$ cat src/rtl/gepe_pkg.sv
// ----------------------------------------------------------------------------
// GF(2^8) erasure parity encoder package
// Shared widths, codes, the stage control type and the field multiplier.
// ----------------------------------------------------------------------------
package gepe_pkg;

    // Default sizing of the coefficient store and the accumulator lanes
    localparam int DEF_MAX_SOURCES = 32;
    localparam int DEF_MAX_ROWS    = 8;

    // Fixed field widths of the stream and register interfaces
    localparam int SRC_W       = 5;
    localparam int ROW_W       = 3;
    localparam int BYTE_W      = 8;
    localparam int IN_DATA_W   = 16;
    localparam int OUT_DATA_W  = 16;
    localparam int NSRC_REG_W  = 6;
    localparam int NROW_REG_W  = 4;
    localparam int CFG_DATA_W  = 6;
    localparam int CFG_IDX_W   = 1;

    // Low part of the field polynomial x^8 + x^4 + x^3 + x^2 + 1
    localparam logic [BYTE_W-1:0] GF_POLY_LOW = 8'h1d;

    // Operation codes carried in tuser
    localparam logic OP_COEF = 1'b0;
    localparam logic OP_DATA = 1'b1;

    // Configuration register indexes
    localparam logic [CFG_IDX_W-1:0] REG_NUM_SOURCES = 1'b0;
    localparam logic [CFG_IDX_W-1:0] REG_NUM_ROWS    = 1'b1;

    // Control of a data byte travelling from the read stage to the MAC stage
    typedef struct packed {
        logic valid;
        logic close;
    } t_s1_ctrl;

    // Shift-and-add multiply in GF(2^8)
    function automatic logic [BYTE_W-1:0] gf_mul(input logic [BYTE_W-1:0] a,
                                                input logic [BYTE_W-1:0] b);
        logic [BYTE_W-1:0] x;
        logic [BYTE_W-1:0] p;
        x = a;
        p = '0;
        for (int i = 0; i < BYTE_W; i++) begin
            if (b[i]) begin
                p = p ^ x;
            end
            x = {x[BYTE_W-2:0], 1'b0} ^ (x[BYTE_W-1] ? GF_POLY_LOW : '0);
        end
        return p;
    endfunction

endpackage

$ cat src/rtl/gepe_coef_mem.sv
// ----------------------------------------------------------------------------
// Coefficient memory
// One bank per row, addressed by source; all banks are read in parallel.
// ----------------------------------------------------------------------------
module gepe_coef_mem #(
    parameter int MAX_SOURCES = gepe_pkg::DEF_MAX_SOURCES,
    parameter int MAX_ROWS    = gepe_pkg::DEF_MAX_ROWS,
    parameter int ADDR_W      = (MAX_SOURCES > 1) ? $clog2(MAX_SOURCES) : 1
) (
    input  logic                          i_clk,
    input  logic                          i_we,
    input  logic [gepe_pkg::ROW_W-1:0]    i_wr_row,
    input  logic [ADDR_W-1:0]             i_wr_addr,
    input  logic [gepe_pkg::BYTE_W-1:0]   i_wdata,
    input  logic                          i_rd_en,
    input  logic [ADDR_W-1:0]             i_rd_addr,
    output logic [gepe_pkg::BYTE_W-1:0]   o_rdata [MAX_ROWS]
);
    import gepe_pkg::*;

    logic [BYTE_W-1:0] r_mem  [MAX_ROWS][MAX_SOURCES];
    logic [BYTE_W-1:0] r_rdata [MAX_ROWS];

    always_ff @(posedge i_clk) begin
        for (int b = 0; b < MAX_ROWS; b++) begin
            if (i_we && (32'(i_wr_row) == 32'(b))) begin
                r_mem[b][i_wr_addr] <= i_wdata;
            end
        end
    end

    // Read data is held while the MAC stage is stalled.
    always_ff @(posedge i_clk) begin
        if (i_rd_en) begin
            for (int b = 0; b < MAX_ROWS; b++) begin
                r_rdata[b] <= r_mem[b][i_rd_addr];
            end
        end
    end

    assign o_rdata = r_rdata;

endmodule

$ cat src/rtl/gepe_mac.sv
// ----------------------------------------------------------------------------
// Multiply-accumulate stage
// Multiplies a data byte by each active row's coefficient and folds it into the
// per-row accumulators; a closing byte hands the column to the output buffer.
// ----------------------------------------------------------------------------
module gepe_mac #(
    parameter int MAX_ROWS = gepe_pkg::DEF_MAX_ROWS,
    parameter int ROWS_W   = $clog2(MAX_ROWS + 1)
) (
    input  logic                          i_clk,
    input  logic                          i_rst_n,
    input  logic                          i_adv,
    input  gepe_pkg::t_s1_ctrl            i_s0,
    input  logic [gepe_pkg::BYTE_W-1:0]   i_val,
    input  logic [gepe_pkg::BYTE_W-1:0]   i_coef [MAX_ROWS],
    input  logic [ROWS_W-1:0]             i_rows,
    output logic                          o_need_buf,
    output logic [gepe_pkg::BYTE_W-1:0]   o_acc_next [MAX_ROWS]
);
    import gepe_pkg::*;

    t_s1_ctrl          r_s1;
    logic [BYTE_W-1:0] r_val;
    logic [BYTE_W-1:0] r_acc [MAX_ROWS];
    logic [BYTE_W-1:0] n_acc [MAX_ROWS];

    always_ff @(posedge i_clk) begin
        if (!i_rst_n) begin
            r_s1 <= '0;
        end else if (i_adv) begin
            r_s1 <= i_s0;
        end
    end

    always_ff @(posedge i_clk) begin
        if (i_adv) begin
            r_val <= i_val;
        end
    end

    // Rows at or above the active count keep their value untouched.
    always_comb begin
        for (int r = 0; r < MAX_ROWS; r++) begin
            if (32'(r) < 32'(i_rows)) begin
                n_acc[r] = r_acc[r] ^ gf_mul(r_val, i_coef[r]);
            end else begin
                n_acc[r] = r_acc[r];
            end
        end
    end

    always_ff @(posedge i_clk) begin
        if (!i_rst_n) begin
            for (int r = 0; r < MAX_ROWS; r++) begin
                r_acc[r] <= '0;
            end
        end else if (i_adv && r_s1.valid) begin
            for (int r = 0; r < MAX_ROWS; r++) begin
                r_acc[r] <= r_s1.close ? '0 : n_acc[r];
            end
        end
    end

    assign o_need_buf = r_s1.valid && r_s1.close && (i_rows != '0);
    assign o_acc_next = n_acc;

endmodule

$ cat src/rtl/gepe_out_buf.sv
// ----------------------------------------------------------------------------
// Output buffer
// Holds one finished column and shifts its parity bytes out one per
// transaction, tagging each with its row and the last one with tlast.
// ----------------------------------------------------------------------------
module gepe_out_buf #(
    parameter int MAX_ROWS = gepe_pkg::DEF_MAX_ROWS,
    parameter int ROWS_W   = $clog2(MAX_ROWS + 1),
    parameter int RIDX_W   = (MAX_ROWS > 1) ? $clog2(MAX_ROWS) : 1
) (
    input  logic                             i_clk,
    input  logic                             i_rst_n,
    input  logic                             i_load,
    input  logic [ROWS_W-1:0]                i_rows,
    input  logic [gepe_pkg::BYTE_W-1:0]      i_acc [MAX_ROWS],
    output logic                             o_free,
    output logic                             m_axis_tvalid,
    input  logic                             m_axis_tready,
    output logic [gepe_pkg::OUT_DATA_W-1:0]  m_axis_tdata,
    output logic                             m_axis_tlast
);
    import gepe_pkg::*;

    logic [BYTE_W-1:0] r_buf [MAX_ROWS];
    logic [ROWS_W-1:0] r_left;
    logic [RIDX_W-1:0] r_row;
    logic              w_take;

    assign w_take = m_axis_tvalid && m_axis_tready;

    // The buffer can take a new column in the cycle its last byte leaves.
    assign o_free = (r_left == '0) || (w_take && (r_left == ROWS_W'(1)));

    always_ff @(posedge i_clk) begin
        if (!i_rst_n) begin
            r_left <= '0;
            r_row  <= '0;
        end else if (i_load) begin
            r_left <= i_rows;
            r_row  <= '0;
        end else if (w_take) begin
            r_left <= r_left - ROWS_W'(1);
            r_row  <= r_row + RIDX_W'(1);
        end
    end

    always_ff @(posedge i_clk) begin
        if (i_load) begin
            r_buf <= i_acc;
        end else if (w_take) begin
            for (int i = 0; i < MAX_ROWS - 1; i++) begin
                r_buf[i] <= r_buf[i + 1];
            end
        end
    end

    assign m_axis_tvalid = (r_left != '0);
    assign m_axis_tlast  = (r_left == ROWS_W'(1));
    assign m_axis_tdata  = {(OUT_DATA_W - BYTE_W - ROW_W)'(0), ROW_W'(r_row), r_buf[0]};

endmodule

$ cat src/rtl/gf256_erasure_parity_encoder_top.sv
// ----------------------------------------------------------------------------
// GF(2^8) erasure parity encoder, top level
// Coefficient memory, multiply-accumulate stage and output buffer.
//
//   Channel   Direction  Contents (lowest bit first)
//   s_axis    in         tdata: src_index[4:0], row_index[7:5], value[15:8]
//                        tuser: op (0 coefficient, 1 data byte)
//   m_axis    out        tdata: parity_byte[7:0], row_number[10:8], zero pad
//                        tlast: final row of a column
//   i_cfg     in         index 0 num_sources, index 1 num_rows
//
// One input transaction is taken per cycle unless the MAC stage is stalled.
// A data byte reads all row banks of the coefficient memory into a register
// and is accumulated from there once the MAC stage advances. A closing byte
// waits in the MAC stage while the output buffer still holds an earlier column.
// Reset clears the accumulators and control; the coefficient memory is not
// cleared and must be written before use.
// ----------------------------------------------------------------------------
module gf256_erasure_parity_encoder_top #(
    parameter int MAX_SOURCES = gepe_pkg::DEF_MAX_SOURCES,
    parameter int MAX_ROWS    = gepe_pkg::DEF_MAX_ROWS
) (
    input  logic                             i_clk,
    input  logic                             i_rst_n,
    // Configuration write port
    input  logic                             i_cfg_we,
    input  logic [gepe_pkg::CFG_IDX_W-1:0]   i_cfg_index,
    input  logic [gepe_pkg::CFG_DATA_W-1:0]  i_cfg_wdata,
    // Input stream
    input  logic                             s_axis_tvalid,
    output logic                             s_axis_tready,
    input  logic [gepe_pkg::IN_DATA_W-1:0]   s_axis_tdata,  // src_index, row_index, value
    input  logic [0:0]                       s_axis_tuser,  // op
    // Output stream
    output logic                             m_axis_tvalid,
    input  logic                             m_axis_tready,
    output logic [gepe_pkg::OUT_DATA_W-1:0]  m_axis_tdata,  // parity_byte, row_number
    output logic                             m_axis_tlast
);
    import gepe_pkg::*;

    localparam int ADDR_W = (MAX_SOURCES > 1) ? $clog2(MAX_SOURCES) : 1;
    localparam int SRCS_W = $clog2(MAX_SOURCES + 1);
    localparam int ROWS_W = $clog2(MAX_ROWS + 1);

    logic [NSRC_REG_W-1:0] r_num_sources;
    logic [NROW_REG_W-1:0] r_num_rows;
    logic [SRCS_W-1:0]     w_srcs;
    logic [ROWS_W-1:0]     w_rows;

    logic                  w_in_acc;
    logic                  w_op;
    logic [SRC_W-1:0]      w_src;
    logic [ROW_W-1:0]      w_row;
    logic [BYTE_W-1:0]     w_val;
    logic                  w_coef_we;
    t_s1_ctrl              w_s0;

    logic                  w_adv;
    logic                  w_need_buf;
    logic                  w_buf_free;
    logic [BYTE_W-1:0]     w_coef [MAX_ROWS];
    logic [BYTE_W-1:0]     w_acc_next [MAX_ROWS];

    always_ff @(posedge i_clk) begin
        if (!i_rst_n) begin
            r_num_sources <= NSRC_REG_W'(1);
            r_num_rows    <= NROW_REG_W'(1);
        end else if (i_cfg_we) begin
            case (i_cfg_index)
                REG_NUM_SOURCES: r_num_sources <= i_cfg_wdata[NSRC_REG_W-1:0];
                REG_NUM_ROWS:    r_num_rows    <= i_cfg_wdata[NROW_REG_W-1:0];
                default: ;
            endcase
        end
    end

    // Register values above the built sizes act as the built sizes.
    assign w_srcs = (32'(r_num_sources) > 32'(MAX_SOURCES)) ? SRCS_W'(MAX_SOURCES)
                                                            : SRCS_W'(r_num_sources);
    assign w_rows = (32'(r_num_rows) > 32'(MAX_ROWS)) ? ROWS_W'(MAX_ROWS)
                                                      : ROWS_W'(r_num_rows);

    assign w_op  = s_axis_tuser[0];
    assign w_src = s_axis_tdata[SRC_W-1:0];
    assign w_row = s_axis_tdata[SRC_W+ROW_W-1:SRC_W];
    assign w_val = s_axis_tdata[SRC_W+ROW_W+BYTE_W-1:SRC_W+ROW_W];

    assign w_adv         = !w_need_buf || w_buf_free;
    assign s_axis_tready = w_adv;
    assign w_in_acc      = s_axis_tvalid && s_axis_tready;

    assign w_coef_we = w_in_acc && (w_op == OP_COEF) && (32'(w_src) < 32'(MAX_SOURCES))
                       && (32'(w_row) < 32'(MAX_ROWS));

    // Bytes from sources outside the column are dropped here.
    assign w_s0.valid = w_in_acc && (w_op == OP_DATA) && (32'(w_src) < 32'(w_srcs));
    assign w_s0.close = (32'(w_src) + 32'd1) == 32'(w_srcs);

    gepe_coef_mem #(
        .MAX_SOURCES (MAX_SOURCES),
        .MAX_ROWS    (MAX_ROWS),
        .ADDR_W      (ADDR_W)
    ) u_coef_mem (
        .i_clk     (i_clk),
        .i_we      (w_coef_we),
        .i_wr_row  (w_row),
        .i_wr_addr (ADDR_W'(w_src)),
        .i_wdata   (w_val),
        .i_rd_en   (w_adv),
        .i_rd_addr (ADDR_W'(w_src)),
        .o_rdata   (w_coef)
    );

    gepe_mac #(
        .MAX_ROWS (MAX_ROWS),
        .ROWS_W   (ROWS_W)
    ) u_mac (
        .i_clk      (i_clk),
        .i_rst_n    (i_rst_n),
        .i_adv      (w_adv),
        .i_s0       (w_s0),
        .i_val      (w_val),
        .i_coef     (w_coef),
        .i_rows     (w_rows),
        .o_need_buf (w_need_buf),
        .o_acc_next (w_acc_next)
    );

    gepe_out_buf #(
        .MAX_ROWS (MAX_ROWS),
        .ROWS_W   (ROWS_W)
    ) u_out_buf (
        .i_clk         (i_clk),
        .i_rst_n       (i_rst_n),
        .i_load        (w_need_buf && w_adv),
        .i_rows        (w_rows),
        .i_acc         (w_acc_next),
        .o_free        (w_buf_free),
        .m_axis_tvalid (m_axis_tvalid),
        .m_axis_tready (m_axis_tready),
        .m_axis_tdata  (m_axis_tdata),
        .m_axis_tlast  (m_axis_tlast)
    );

endmodule

$ cat config.mk
export PLATFORM = sky130hd
export DESIGN_NAME = gf256_erasure_parity_encoder_top
export DESIGN_NICKNAME = d
export VERILOG_FILES = /design/src/rtl/gepe_pkg.sv /design/src/rtl/gepe_coef_mem.sv /design/src/rtl/gepe_mac.sv /design/src/rtl/gepe_out_buf.sv /design/src/rtl/gf256_erasure_parity_encoder_top.sv
export SDC_FILE = /design/constraint.sdc
export NUM_CORES = 2
export LEC_CHECK = 0
export ABC_AREA = 0
export BUFFER_PORTS_ARGS = -buffer_cell sky130_fd_sc_hd__buf_2
export CAP_MARGIN = 10
export CORE_MARGIN = 3
export CORE_UTILIZATION = 60
export DETAILED_ROUTE_END_ITERATION = 8
export GPL_ROUTABILITY_DRIVEN = 1
export HOLD_SLACK_MARGIN = 0.03
export PLACE_DENSITY_LB_ADDON = 0.12
export SLEW_MARGIN = 10
export SYNTH_ARGS = -nofsm -noshare
export SYNTH_HDL_FRONTEND = slang
export SYNTH_SLANG_ARGS = --single-unit
export TNS_END_PERCENT = 10
$ cat constraint.sdc
create_clock -name i_clk -period 5.6 [get_ports i_clk]
set_clock_uncertainty 0.05 [all_clocks]
set_input_delay 0.84 -clock i_clk [delete_from_list [all_inputs] [get_ports i_clk]]
set_output_delay 0.84 -clock i_clk [all_outputs]
set_load 0.005 [all_outputs]
==> impl_metrics.py <==
metrics = {
    "drt": {
        "route.detailed.drc": 0,
        "viasPerCell": 6.78,
        "initialDrtViolationCount": 7182,
        "wirelength_microns": 247000,
        "detailedRoute.firstPassIterationCount": 6,
        "drtAntennaViolNets": 0,
        "vias": 51400,
        "drt-wirelength-per-cell_microns": 32.5,
    },
    "global_routing": {
        "grt_max_degree": 116,
        "grt_pass1_vias": 50500,
        "track_usage": 0.306,
        "antenna_found_initial": 8,
        "grt_remaining_overflow": 0,
        "grt_pass1_wl_microns": 358000,
    },
    "final_layout": {
        "nNetsFinal": 5381,
        "final_cell_mix": "2248 x edfxtp_1, 547 x nand2_1, 512 x mux4_2",
        "area_growth_pct": 10.6,
        "layout_commonest_cell": "edfxtp_1",
        "drive_above_1_share": 0.197,
        "fin_cells": 7589,
    },
    "die": {
        "die-area_sq_um": 163000,
        "io_pins": 48,
        "core_area_sq_um": 157000,
        "die_x_microns": 404,
        "rows": 145,
        "start_util": 0.606,
        "die_h_microns": 404,
    },
    "worst_hold_path": {
        "hp-class": "in -> reg",
    },
    "job": {
        "cap_violations": 0,
    },
    "logic_synthesis": {
        "ys_warn_count": 0,
        "synth_area_sq_um": 94900,
        "synthFlopType": "edfxtp_1",
        "syn-mean-instance-area_sq_um": 18.0,
        "ys_types": 62,
        "synth_seq_area_share": 0.715,
        "synth_edf_count": 2248,
        "synthTopCellsByArea": "edfxtp_1 71%, mux4_2 12%, xnor3_1 2.4%",
        "synth_async_sr_flop_share": 0,
        "ys_ff_latch": 2267,
        "syn-instance-count": 5281,
        "synth_top_area_frac": 0.711,
        "synth_top_cell_by_area": "edfxtp_1",
    },
    "place": {
        "place.gp.congestion": 0.856,
        "io_buffer_count": 42,
        "dp.final_hpwl_microns": 150000,
        "dp_cells": 7177,
    },
    "timing": {
        "hold_viol_final": 0,
        "tightest_slew_ns": 1.19,
        "finalMaxSlewViolations": 0,
        "post-route-min-period_ns": 5.18,
        "setup-violations-final": 0,
        "slew_headroom": 0.203,
        "rsz0062_at_grt": "false",
        "fin_crit_sh": 0.926,
        "whs_ns": 0.262,
        "fin_tns_setup_ns": 0,
        "max_freq_mhz": 193,
    },
    "critical_path": {
        "cpLargestDelayFamily": "buffers and inverters",
        "required_ns": 4.71,
        "crit_type": "reg -> out",
        "cp_max_fo": 41,
        "cp_cell_sequence": "or4_1 > nand3_1 > nor2_1 > clkinv_2 > buf_4 > buf_4 > buf_2",
        "cp_slowest_stage_delay_ns": 0.80,
        "worst_path_most_repeated_cell": "buf_4",
        "crit_arrival_ns": 4.29,
        "cp_slowest_cell": "or4_1",
        "worstSetupStartpointType": "register",
        "cp-end-kind": "primary output",
        "path_buf_inv": 4,
    },
    "power_and_ir_drop": {
        "intPower_uw": 29100,
        "seq_power_share": 0.511,
        "power.total_uw": 38000,
        "switching_share": 0.236,
        "clock_power_share": 0.384,
        "power-per-cell-area_nw_per_um2": 362,
        "vdd_drop_max_uv": 335,
        "p_leak_uw": 0.0343,
        "power.switching_uw": 8970,
        "pwr-share-comb": 0.105,
    },
    "clocking": {
        "post_cts_buffers": 0,
        "htreeDepth": 4,
        "cts.path.max_buffers": 3,
        "cts_tree": "built",
        "cts_buffers": 218,
        "ctsHoldBuffers": 0,
        "cts-resized-gates": 0,
        "root_buffer": "clkbuf_16",
        "clk-insertion-delay-late_ns": 0.84,
        "clkSlewWorstSetupHoldPaths_ns": 0.06,
        "clock-sinks": 2267,
    },
    "status": {
        "outcome": "complete, no violations",
    },
}
## layer usage
metal  vias up  track usage  part of all wire
met1     26900        0.448              0.39
met5         -            0           0.00022
met2      3013        0.467              0.47
met3       452       0.0655              0.10
met4         8        0.105             0.035
li1      21000            -                 -
## stage by stage
step | area, sq um | utilization | worst slack (ns)
CTS | 105000 | 0.670 | 0.400
global placement | 97900 | 0.625 | 1.30
floorplan | 94900 | - | 0.780
detailed placement | 97900 | 0.625 | 1.25
finish | 105000 | 0.670 | 0.416
global route | 105000 | 0.670 | 0.273
## tightest hold or removal path, delay by kind of cell
kind / cells / cell delay, ns
and+or+nand+nor: 2 / 0.17
buffers and inverters: 1 / 0.09
## cell type report
| cell class | count | area (sq um) |
|---|---|---|
| Timing Repair Buffer | 215 | 1800 |
| Tap cell | 2058 | 2570 |
| Sequential cell | 2267 | 67900 |
| Clock inverter | 130 | 1340 |
| Antenna cell | 6 | 15.0 |
| Clock buffer | 276 | 5740 |
| Inverter | 32 | 121 |
| Multi-Input combinational cell | 2605 | 25500 |
| Fill cell | 10300 | 51800 |
## power groups by stage
stage               clock, uW  combinational, uW  sequential, uW
floorplan                   0               2910           19500
global placement            0               3940           19800
detailed placement          0               4000           19800
CTS                     14700               4010           19400
global route            15400               4290           19500
finish                  14600               4000           19400
## path summary, 6_finish.rpt
check	cells after the start	slack, ns	from	to
worst max-delay path	7	0.42	r_num_rows[3]$_SDFFE_PN0P_	s_axis_tready
worst min-delay path	3	0.26	i_cfg_wdata[0]	r_num_sources[0]$_SDFFE_PN1P_
worst max register to register	9	1.47	r_num_rows[3]$_SDFFE_PN0P_	u_coef_mem.r_mem[1][600]$_DFFE_PP_
worst min register to register	2	0.42	u_out_buf.r_buf[26]$_DFFE_PP_	u_out_buf.r_buf[34]$_DFFE_PP_
## registers in the layout (all words and copies together), names as in the netlist
| name | count |
|---|---|
| u_coef_mem.r_mem | 2048 |
| u_coef_mem.o_rdata | 64 |
| u_mac.r_acc | 64 |
| u_out_buf.r_buf | 56 |
| u_mac.r_val | 8 |
| u_out_buf.m_axis_tdata | 8 |
| r_num_sources | 6 |
| r_num_rows | 4 |
| u_out_buf.r_left | 4 |
| u_out_buf.r_row | 3 |
| u_mac.r_s1 | 2 |
## cell usage after synthesis, drive strengths merged (32+ instances only)
cell / count
a21oi: 46
xnor2: 153
nand2: 558
clkbuf: 256
o21ai: 81
mux2i: 34
xnor3: 100
nand4: 66
edfxtp: 2248
a22oi: 269
mux4: 512
nor2: 376
inv: 32
buf: 125
xor2: 95
## cell families after synthesis
| kind of cell | Yosys count | share of synthesized area |
|---|---|---|
| XOR/XNOR | 357 | 0.0491 |
| multiplexers | 563 | 0.127 |
| AO/OA/AOI/OAI | 521 | 0.0385 |
| flip-flops | 2267 | 0.715 |
| buffers and inverters | 413 | 0.0175 |
| adder cells (fa/ha/maj) | 13 | 0.00171 |
| AND/OR/NAND/NOR | 1146 | 0.0510 |
| other | 1 | 0.0000395 |
(Power assumes the default switching activity.)
